===== src/hdl/free_list_slot_allocator_top_defines.svh =====
// Assertion macros used by the free-list slot allocator top level.
// Needs a clk and an active-low rst_n in the scope of each use.
`ifndef FREE_LIST_SLOT_ALLOCATOR_TOP_DEFINES_SVH
`define FREE_LIST_SLOT_ALLOCATOR_TOP_DEFINES_SVH

// Same-cycle implication, checked out of reset.
`define FLA_ASSERT_IMPLY(lbl, ante, cons, msg) \
    lbl: assert property (@(posedge clk) disable iff (!rst_n) (ante) |-> (cons)) \
        else $error(msg);

// Next-cycle implication, checked out of reset.
`define FLA_ASSERT_NEXT(lbl, ante, cons, msg) \
    lbl: assert property (@(posedge clk) disable iff (!rst_n) (ante) |=> (cons)) \
        else $error(msg);

`endif


===== src/hdl/fla_pkg.sv =====
// Shared types and codes for the free-list slot allocator.
// No dependencies; used by fla_link_mem and the top level.
`default_nettype none

package fla_pkg;

    localparam int IDX_W = 8;

    typedef enum logic
    {
        KIND_ALLOC   = 1'b0,
        KIND_RELEASE = 1'b1
    } kind_t;

    typedef enum logic [1:0]
    {
        STATUS_OK    = 2'd0,
        STATUS_EMPTY = 2'd1,
        STATUS_RANGE = 2'd2
    } status_t;

    typedef enum logic [1:0]
    {
        ST_INIT,
        ST_IDLE,
        ST_LOOKUP
    } state_t;

    // Access strobes from the controller into the link memory.
    typedef struct packed
    {
        logic rd_en;
        logic wr_en;
    } link_cmd_t;

endpackage

`default_nettype wire


===== src/hdl/free_list_slot_allocator_top.sv =====
// Channel   Dir  tdata               tuser        Meaning
// s_*       in   [7:0] release_index [0] kind     allocate / release request
// m_*       out  [7:0] granted_index [1:0] status one result per request
//
// On an allocate the head slot's link is read from the link memory, and the
// head moves to it the cycle after. Release and rejected requests need no lookup.
// After reset the link chain is written one entry a cycle, with s_tready low
// through the sweep. The result register lets a request be taken while the
// previous result waits, as long as m_tready frees it in the same cycle.
// Depends on fla_pkg, fla_link_mem and the defines header.
`default_nettype none
`include "free_list_slot_allocator_top_defines.svh"

module free_list_slot_allocator_top
#(
    parameter int NUM_SLOTS = 256
)
(
    input  wire logic       clk,
    input  wire logic       rst_n,
    input  wire logic       s_tvalid,
    output logic            s_tready,
    input  wire logic [7:0] s_tdata,   // [7:0] release_index
    input  wire logic       s_tuser,   // [0] kind
    output logic            m_tvalid,
    input  wire logic       m_tready,
    output logic      [7:0] m_tdata,   // [7:0] granted_index
    output logic      [1:0] m_tuser    // [1:0] status
);

    localparam int AW = $clog2(NUM_SLOTS);
    localparam int LW = $clog2(NUM_SLOTS + 1);
    localparam int IW = fla_pkg::IDX_W;
    localparam int CW = (LW > IW + 1) ? LW : IW + 1;
    localparam logic [LW-1:0] END_MARK = LW'(NUM_SLOTS);

    fla_pkg::state_t    state_reg;
    fla_pkg::state_t    state_next;
    fla_pkg::link_cmd_t cmd;

    logic [LW-1:0]            head_reg;
    logic [LW-1:0]            head_next;
    logic                     out_valid_reg;
    logic                     out_valid_next;
    fla_pkg::status_t         out_status_reg;
    fla_pkg::status_t         out_status_next;
    logic [fla_pkg::IDX_W-1:0] out_grant_reg;
    logic [fla_pkg::IDX_W-1:0] out_grant_next;

    logic          accept;
    logic          is_alloc;
    logic          pool_empty;
    logic          in_range;
    logic          init_done;
    logic [LW-1:0] rd_data;
    logic [LW-1:0] link_clamped;

    fla_link_mem #(.NUM_SLOTS(NUM_SLOTS)) u_link_mem
    (
        .clk       (clk),
        .rst_n     (rst_n),
        .cmd       (cmd),
        .rd_addr   (head_reg[AW-1:0]),
        .wr_addr   (AW'(s_tdata)),
        .wr_data   (head_reg),
        .rd_data   (rd_data),
        .init_done (init_done)
    );

    assign accept       = s_tvalid && s_tready;
    assign is_alloc     = (s_tuser == fla_pkg::KIND_ALLOC);
    assign pool_empty   = (head_reg >= END_MARK);
    assign in_range     = (CW'(s_tdata) < CW'(NUM_SLOTS));
    assign link_clamped = (rd_data < END_MARK) ? rd_data : END_MARK;

    // Next state
    always_comb
    begin
        state_next = state_reg;
        case (state_reg)
            fla_pkg::ST_INIT:
            begin
                if (init_done)
                begin
                    state_next = fla_pkg::ST_IDLE;
                end
            end
            fla_pkg::ST_IDLE:
            begin
                if (accept && is_alloc && !pool_empty)
                begin
                    state_next = fla_pkg::ST_LOOKUP;
                end
            end
            fla_pkg::ST_LOOKUP:
            begin
                state_next = fla_pkg::ST_IDLE;
            end
            default:
            begin
                state_next = fla_pkg::ST_INIT;
            end
        endcase
    end

    // Outputs and datapath
    always_comb
    begin
        s_tready        = (state_reg == fla_pkg::ST_IDLE) && (!out_valid_reg || m_tready);
        cmd.rd_en       = 1'b0;
        cmd.wr_en       = 1'b0;
        head_next       = head_reg;
        out_valid_next  = out_valid_reg && !m_tready;
        out_status_next = out_status_reg;
        out_grant_next  = out_grant_reg;

        case (state_reg)
            fla_pkg::ST_IDLE:
            begin
                if (accept)
                begin
                    out_valid_next  = 1'b1;
                    out_status_next = fla_pkg::STATUS_OK;
                    out_grant_next  = '0;
                    if (is_alloc)
                    begin
                        if (pool_empty)
                        begin
                            out_status_next = fla_pkg::STATUS_EMPTY;
                        end
                        else
                        begin
                            // hand out the head now, fetch its link
                            cmd.rd_en      = 1'b1;
                            out_grant_next = IW'(head_reg);
                        end
                    end
                    else if (in_range)
                    begin
                        // push: released slot links to the old head
                        cmd.wr_en = 1'b1;
                        head_next = LW'(s_tdata);
                    end
                    else
                    begin
                        out_status_next = fla_pkg::STATUS_RANGE;
                    end
                end
            end
            fla_pkg::ST_LOOKUP:
            begin
                head_next = link_clamped;
            end
            default:
            begin
            end
        endcase
    end

    always_ff @(posedge clk or negedge rst_n)
    begin
        if (!rst_n)
        begin
            state_reg     <= fla_pkg::ST_INIT;
            head_reg      <= '0;
            out_valid_reg <= 1'b0;
        end
        else
        begin
            state_reg     <= state_next;
            head_reg      <= head_next;
            out_valid_reg <= out_valid_next;
        end
    end

    always_ff @(posedge clk)
    begin
        out_status_reg <= out_status_next;
        out_grant_reg  <= out_grant_next;
    end

    assign m_tvalid = out_valid_reg;
    assign m_tdata  = out_grant_reg;
    assign m_tuser  = out_status_reg;

    `FLA_ASSERT_IMPLY(a_ready_needs_init, s_tready, init_done, "request taken during link sweep")
    `FLA_ASSERT_IMPLY(a_head_bounded, 1'b1, head_reg <= END_MARK, "head beyond end marker")
    `FLA_ASSERT_NEXT(a_alloc_lookup, accept && is_alloc && !pool_empty,
        state_reg == fla_pkg::ST_LOOKUP && m_tvalid, "allocate did not enter lookup")
    `FLA_ASSERT_IMPLY(a_fail_no_grant, m_tvalid && m_tuser != fla_pkg::STATUS_OK,
        m_tdata == '0, "grant on failed request")

endmodule

`default_nettype wire


===== src/hdl/fla_link_mem.sv =====
// Link memory of the free list, with the chain-building sweep after reset.
// Depends on fla_pkg for the command struct.
`default_nettype none

module fla_link_mem
#(
    parameter int NUM_SLOTS = 256
)
(
    input  wire logic                              clk,
    input  wire logic                              rst_n,
    input  wire fla_pkg::link_cmd_t                cmd,
    input  wire logic [$clog2(NUM_SLOTS)-1:0]      rd_addr,
    input  wire logic [$clog2(NUM_SLOTS)-1:0]      wr_addr,
    input  wire logic [$clog2(NUM_SLOTS+1)-1:0]    wr_data,
    output logic      [$clog2(NUM_SLOTS+1)-1:0]    rd_data,
    output logic                                   init_done
);

    localparam int AW = $clog2(NUM_SLOTS);
    localparam int LW = $clog2(NUM_SLOTS + 1);

    logic [LW-1:0] link_mem [NUM_SLOTS];
    logic [LW-1:0] rd_data_reg;
    logic [AW-1:0] init_cnt_reg;
    logic [AW-1:0] init_cnt_next;
    logic          init_done_reg;
    logic          init_done_next;
    logic          mem_we;
    logic [AW-1:0] mem_wa;
    logic [LW-1:0] mem_wd;

    // Sweep: entry i gets i+1, so the last entry gets the end marker.
    always_comb
    begin
        init_cnt_next  = init_cnt_reg;
        init_done_next = init_done_reg;
        if (!init_done_reg)
        begin
            init_cnt_next = init_cnt_reg + AW'(1);
            if (init_cnt_reg == AW'(NUM_SLOTS - 1))
            begin
                init_done_next = 1'b1;
            end
        end
    end

    always_comb
    begin
        if (!init_done_reg)
        begin
            mem_we = 1'b1;
            mem_wa = init_cnt_reg;
            mem_wd = LW'(init_cnt_reg) + LW'(1);
        end
        else
        begin
            mem_we = cmd.wr_en;
            mem_wa = wr_addr;
            mem_wd = wr_data;
        end
    end

    always_ff @(posedge clk or negedge rst_n)
    begin
        if (!rst_n)
        begin
            init_cnt_reg  <= '0;
            init_done_reg <= 1'b0;
        end
        else
        begin
            init_cnt_reg  <= init_cnt_next;
            init_done_reg <= init_done_next;
        end
    end

    always_ff @(posedge clk)
    begin
        if (mem_we)
        begin
            link_mem[mem_wa] <= mem_wd;
        end
        if (cmd.rd_en)
        begin
            rd_data_reg <= link_mem[rd_addr];
        end
    end

    assign rd_data   = rd_data_reg;
    assign init_done = init_done_reg;

endmodule

`default_nettype wire


===== config.mk =====
export PLATFORM = sky130hd
export DESIGN_NAME = free_list_slot_allocator_top
export DESIGN_NICKNAME = d
export VERILOG_FILES = /design/src/hdl/fla_pkg.sv /design/src/hdl/free_list_slot_allocator_top.sv /design/src/hdl/fla_link_mem.sv
export VERILOG_INCLUDE_DIRS = /design/src /design/src/hdl
export SDC_FILE = /design/constraint.sdc
export NUM_CORES = 2
export LEC_CHECK = 0
export BUFFER_PORTS_ARGS = -buffer_cell sky130_fd_sc_hd__buf_2
export CORE_MARGIN = 8
export CORE_UTILIZATION = 65
export DETAILED_ROUTE_END_ITERATION = 8
export GPL_ROUTABILITY_DRIVEN = 0
export PLACE_DENSITY_LB_ADDON = 0.25
export SYNTH_ARGS = -nofsm -noshare
export SYNTH_HDL_FRONTEND = slang
export SYNTH_SLANG_ARGS = --single-unit

===== constraint.sdc =====
create_clock -name clk -period 20.4 [get_ports clk]
set_input_delay 6.12 -clock clk [delete_from_list [all_inputs] [get_ports clk]]
set_output_delay 6.12 -clock clk [all_outputs]
set_load 0.05 [all_outputs]

# Word-level counts from Yosys, hierarchy flattened
# Memory sizes are Yosys's and may differ from the RTL's. A register that Yosys moved wholly into a read port is not among the register bits.
# Index checks and enable logic that the tools add are counted.
[totals]
regBits = 31
latchBits = 0
ram_bits = 2304
n_memories = 1
mem_bits_ro = 0
wordCells = 57
in_bits = 13
out_inout_bits = 12
[op_classes]
n_addsub = 2
bitwise_logic = 1
eq_ne = 7
reduce_logical = 15
order_cmp = 2
muxes = 22
n_mul = 0
n_shift = 0
n_div = 0
[mem_list]
columns = ["memory", "words", "word_bits", "rd", "rd_ports_with_merged_regs", "wr", "line", "rtl"]
rows = [
  ["u_link_mem.link_mem", 256, 9, 1, 1, 1, "fla_link_mem.sv:23", "logic [LW-1:0] link_mem [NUM_SLOTS];"],
]
[ops]
columns = ["cell", "n"]
rows = [
  ["$mux W9", 4],
  ["$pmux W9 S2", 1],
  ["$mux W1", 11],
  ["$add A8 B1 Y9 const B", 1],
  ["$ge A9 B9 Y1 const B", 1],
  ["$lt A9 B9 Y1 const B", 1],
  ["$add A8 B1 Y8 const B", 1],
  ["$eq A8 B8 Y1 const B", 1],
  ["$mux W2", 4],
  ["$mux W8", 1],
  ["$ne A2 B2 Y1 const B", 3],
  ["$pmux W2 S3", 1],
  ["$logic_and A1 B1 Y1", 5],
  ["$reduce_and A2 Y1", 2],
  ["$logic_not A1 Y1", 3],
  ["$reduce_and A3 Y1", 1],
  ["$eq A2 B1 Y1 const B", 1],
  ["$eq A2 B2 Y1 const B", 1],
  ["$logic_not A2 Y1", 1],
  ["$ne A2 B1 Y1 const B", 1],
  ["$reduce_bool A2 Y1", 1],
  ["$reduce_or A2 Y1", 1],
  ["$logic_or A1 B1 Y1", 1],
  ["$not A1 Y1", 1],
]

# Longest topological paths before layout
[depth]
ltp_word = 9
depth_mapped = 13
depth_no_buf = 7

# By module
# Synthesis repeated with hierarchy kept, for this count alone.
[unflattened]
cells_unflattened = 4459
area_unflattened_um2 = 91408.9
[by_module_without_submodules]
columns = ["mod", "area_per_inst_um2", "cells_per_inst", "instances"]
rows = [
  ["fla_link_mem", 90446.7, 4382, 1],
  ["free_list_slot_allocator_top", 962.2, 77, 1],
]

# Least setup slack after synthesis
# Ideal clock, no wire load.
[synth_timing]
path_kind = "input to output"
startpoint = "input port m_tready"
endpoint = "output port s_tready"
arrival_ns = 7.339
stages = 2
slack_ns = 6.941
path_buffers = 0
cell_sequence = "nor2b_1 nor3b_1"
[synth_via]
elab_chain_cells = 2
[synth_rtl]
columns = ["element", "line", "rtl"]
rows = [
  ["start: declaration", "free_list_slot_allocator_top.sv:26", "input wire logic m_tready,"],
  ["$logic_or A1 B1 Y1", "free_list_slot_allocator_top.sv:109", "s_tready = (state_reg == fla_pkg::ST_IDLE) && (!out_valid_reg || m_tready);"],
  ["$logic_and A1 B1 Y1", "free_list_slot_allocator_top.sv:109", ""],
  ["end: declaration", "free_list_slot_allocator_top.sv:22", "output logic s_tready,"],
]
# No other way between the ends.

# Final worst setup path
# Same ends and word-level chain as after synthesis.

==> results by group <==
Power and ir drop
  – Logic pwr share: less than 1%
  – Cell internal pwr: ~0.0074 W
  – Clock power frac: 43.1%
  – Net Sw Power: around 0.0018 W
  – PwrDens: 91.5 mW/mm2
  – Leakage power: roughly 27 nW
  – Maximum VDD drop: a little under 0.0001 V
  – Sw frac: 19.2%
  – Flop pwr share: 56.9%

Min path
  – Hold Crit Start: state_reg[1]$_DFFE_PN0P_
  – Hold crit path type: reg -> reg

Synth
  – Synth Register Bits: roughly 2300
  – Synth Net Count: 4472
  – Post-synthesis cell type count: 56
  – Synthesized cell area: roughly 0.091 mm2
  – Asr flop ratio synth: less than 1%
  – Yosys warns: 0
  – Post-Syn Instances: around 4500
  – Syn avg cell area: 20.5 um2
  – Post-synth EDFFs: between 2000 and 2500
  – Synth Flop Type: edfxtp_1
  – Sequential share of the synthesized area: 76.9%

Run
  – Maxcap violations: 0

Global routing
  – Initial antenna violation count: 10
  – First-pass GRT wire length: roughly 320 mm
  – Met1 Use GR: 41.1%
  – Vias in the first global route: 45651
  – Met2 GRT Util: between 40% and 50%
  – GRT Residual Overflow: 0
  – Tot GR Track Use: just under 30%
  – Largest net degree at the start of global routing: ~180
  – Top Usage Layer GRT: met2
  – GR Layer Usage met3: 8.42%

Timing
  – # setup viols final: 0
  – Fin crit period: between 10000 and 15000 ps
  – Crit share post-route: around 63%
  – Fmax achieved: 77.3 MHz
  – RSZ-0062 raised after global routing: false
  – Slew @ Worst Pin: approximately 1300 ps
  – Fin. max-slew vios: 0
  – Final Hold Violating Endpoints: 0
  – Setup TNS: 0 ps
  – Setup ws final: 7460 ps
  – Clock Skews: about 35 ps
  – Worst slew margin relative to its limit: 13.3%

Finish
  – Layout cells sized above 1: a little under a fifth
  – Most frequent cells in the layout: edfxtp_1 (2322), mux4_2 (451), mux2i_1 (329)
  – Post-layout nets: between 4000 and 5000
  – Synthesis-to-layout area growth: 9.53%
  – Fill count: 8009
  – Number of flip-flops in the largest register: between 2000 and 2500
  – Commonest non-fill, non-tap cell in the layout: edfxtp_1

Clock tree
  – Clock sink count: 2343
  – TritonCTS clock tree: done
  – Clock Pin Slew Worst Setup and Hold Paths: around 70 ps
  – CTS root buffer: clkbuf_16
  – Clk Latency, worst-skew pair: between 800 and 900 ps
  – Postcts setup bufs: 0
  – H-tree depth: 4
  – Cts repair resizes: 0
  – Hold Buf Count CTS: 0
  – CTS Buf Count: between 200 and 250
  – CTS max path bufs: 3

Placed design
  – Port bufs: 23
  – DP Worst Slack: ~7500 ps
  – Final HPWL DP: 130 mm

Critical path
  – WS Path Type: in -> out
  – WP data required: approximately 14000 ps
  – Reg-to-reg startpoint: head_reg[0]$_DFFE_PN0P_
  – Worst-path maximum fanout: 5
  – Nature of the critical path startpoint: primary input
  – Worst Setup SP: m_tready
  – CP arrival: 6820 ps
  – Crit. End Element: output pin

Drt
  – First-pass DRT Iterations: 7
  – Via count: around 47000
  – DRC Markers: 0
  – WL final: around 220 mm
  – Final ANT Viol Nets: 0
  – WL/cell: 33.7 um
  – Number of DRC markers in iteration 0: approximately 7200
  – Vias per cell: between 7 and 8

Floorplan
  – Initial Utilization: 65.5%
  – Chip Width: 391 um
  – Die Y-Extent: 391 um
  – Row count: around 140
  – Core Box Area: roughly 0.14 mm2
  – Die area: approximately 0.15 mm2
  – IO Count: 25

Outcome
  – Status: complete, no violations
## through the flow
stage	total power, W	hold slack [ps]	utilization, %	area, um2	instances
final	0.00916	587	71.7	100000	6587
after global routing	0.00935	625	71.7	100000	6574
after CTS	0.00917	587	71.7	100000	6574
after detailed placement	0.00532	586	66.7	93100	6172
after global placement	0.00532	546	66.7	93100	6172
after floorplan	0.00531	510	-	91300	4458
## Yosys cell counts (all sizes together), types with 12 or more instances
library cell | number | share of area [%]
nand3 | 25 | 0.14
nor3 | 58 | 0.32
mux2i | 330 | 3.6
buf | 143 | 1.2
nand2b | 13 | 0.089
o221ai | 124 | 1.2
xnor2 | 13 | 0.12
dfrtp | 21 | 0.58
o21ai | 23 | 0.13
nand2 | 109 | 0.45
nor4 | 15 | 0.10
a22o | 12 | 0.12
o22ai | 87 | 0.60
a211oi | 19 | 0.16
nor2 | 286 | 1.2
mux4 | 452 | 11
inv | 17 | 0.070
edfxtp | 2322 | 76
o41ai | 12 | 0.12
a22oi | 13 | 0.11
o32ai | 21 | 0.20
clkbuf | 131 | 0.54
a21oi | 89 | 0.49
and2 | 15 | 0.10
a221oi | 19 | 0.18
## final timing paths
path / endpoint / slack (ps) / cells past startpoint
setup / recovery: s_tready / 7460 / 4
hold / removal: state_reg[0]$_DFFE_PN0P_ / 590 / 1
setup reg to reg: u_link_mem.rd_data[5]$_DFFE_PP_ / 14110 / 9
hold reg to reg: state_reg[0]$_DFFE_PN0P_ / 590 / 1
max in group asynchronous: head_reg[2]$_DFFE_PN0P_ / 14600 / 1
min in group asynchronous: m_tvalid$_DFF_PN0_ / 5290 / 1
## layer usage
layer	share of wire, %	wire length (um)
met4	4.2	9360
met2	46	103000
met3	13	28100
met5	0.022	48
met1	37	81800
## power groups by stage
stage	Clock (W)	Combinational, W	Sequential (W)
3_3_place_gp	0	0.00000474	0.00531
6_report	0.00394	0.00000515	0.00521
2_1_floorplan	0	0.00000150	0.00531
5_1_grt	0.00414	0.00000533	0.00520
3_5_place_dp	0	0.00000481	0.00531
4_1_cts	0.00396	0.00000483	0.00521
## logic make-up after synthesis
family	synth area share, %
AO/OA/AOI/OAI	3.73
flip-flops	76.9
other	0.00411
buffers and inverters	1.80
adder cells (fa/ha/maj)	0.0137
AND/OR/NAND/NOR	2.62
XOR/XNOR	0.125
multiplexers	14.8
## cell type report
class                   count  area, um2  share of cell area, %
clock buffers             253       5610                   5.61
repair buffers            112        846                  0.845
diodes                     13       32.5                 0.0325
inverters                  18       70.1                 0.0700
well taps                1876       2350                   2.35
flip-flops and latches   2343      70300                   70.2
multi-input cells        1823      19600                   19.6
clock inverters           149       1310                   1.31
## critical path: stages
cell,delay (ps)
buf_2,100
nor2b_1,280
nor3b_1,100
buf_2,220
No activity file was read; power rests on OpenSTA's default activity.
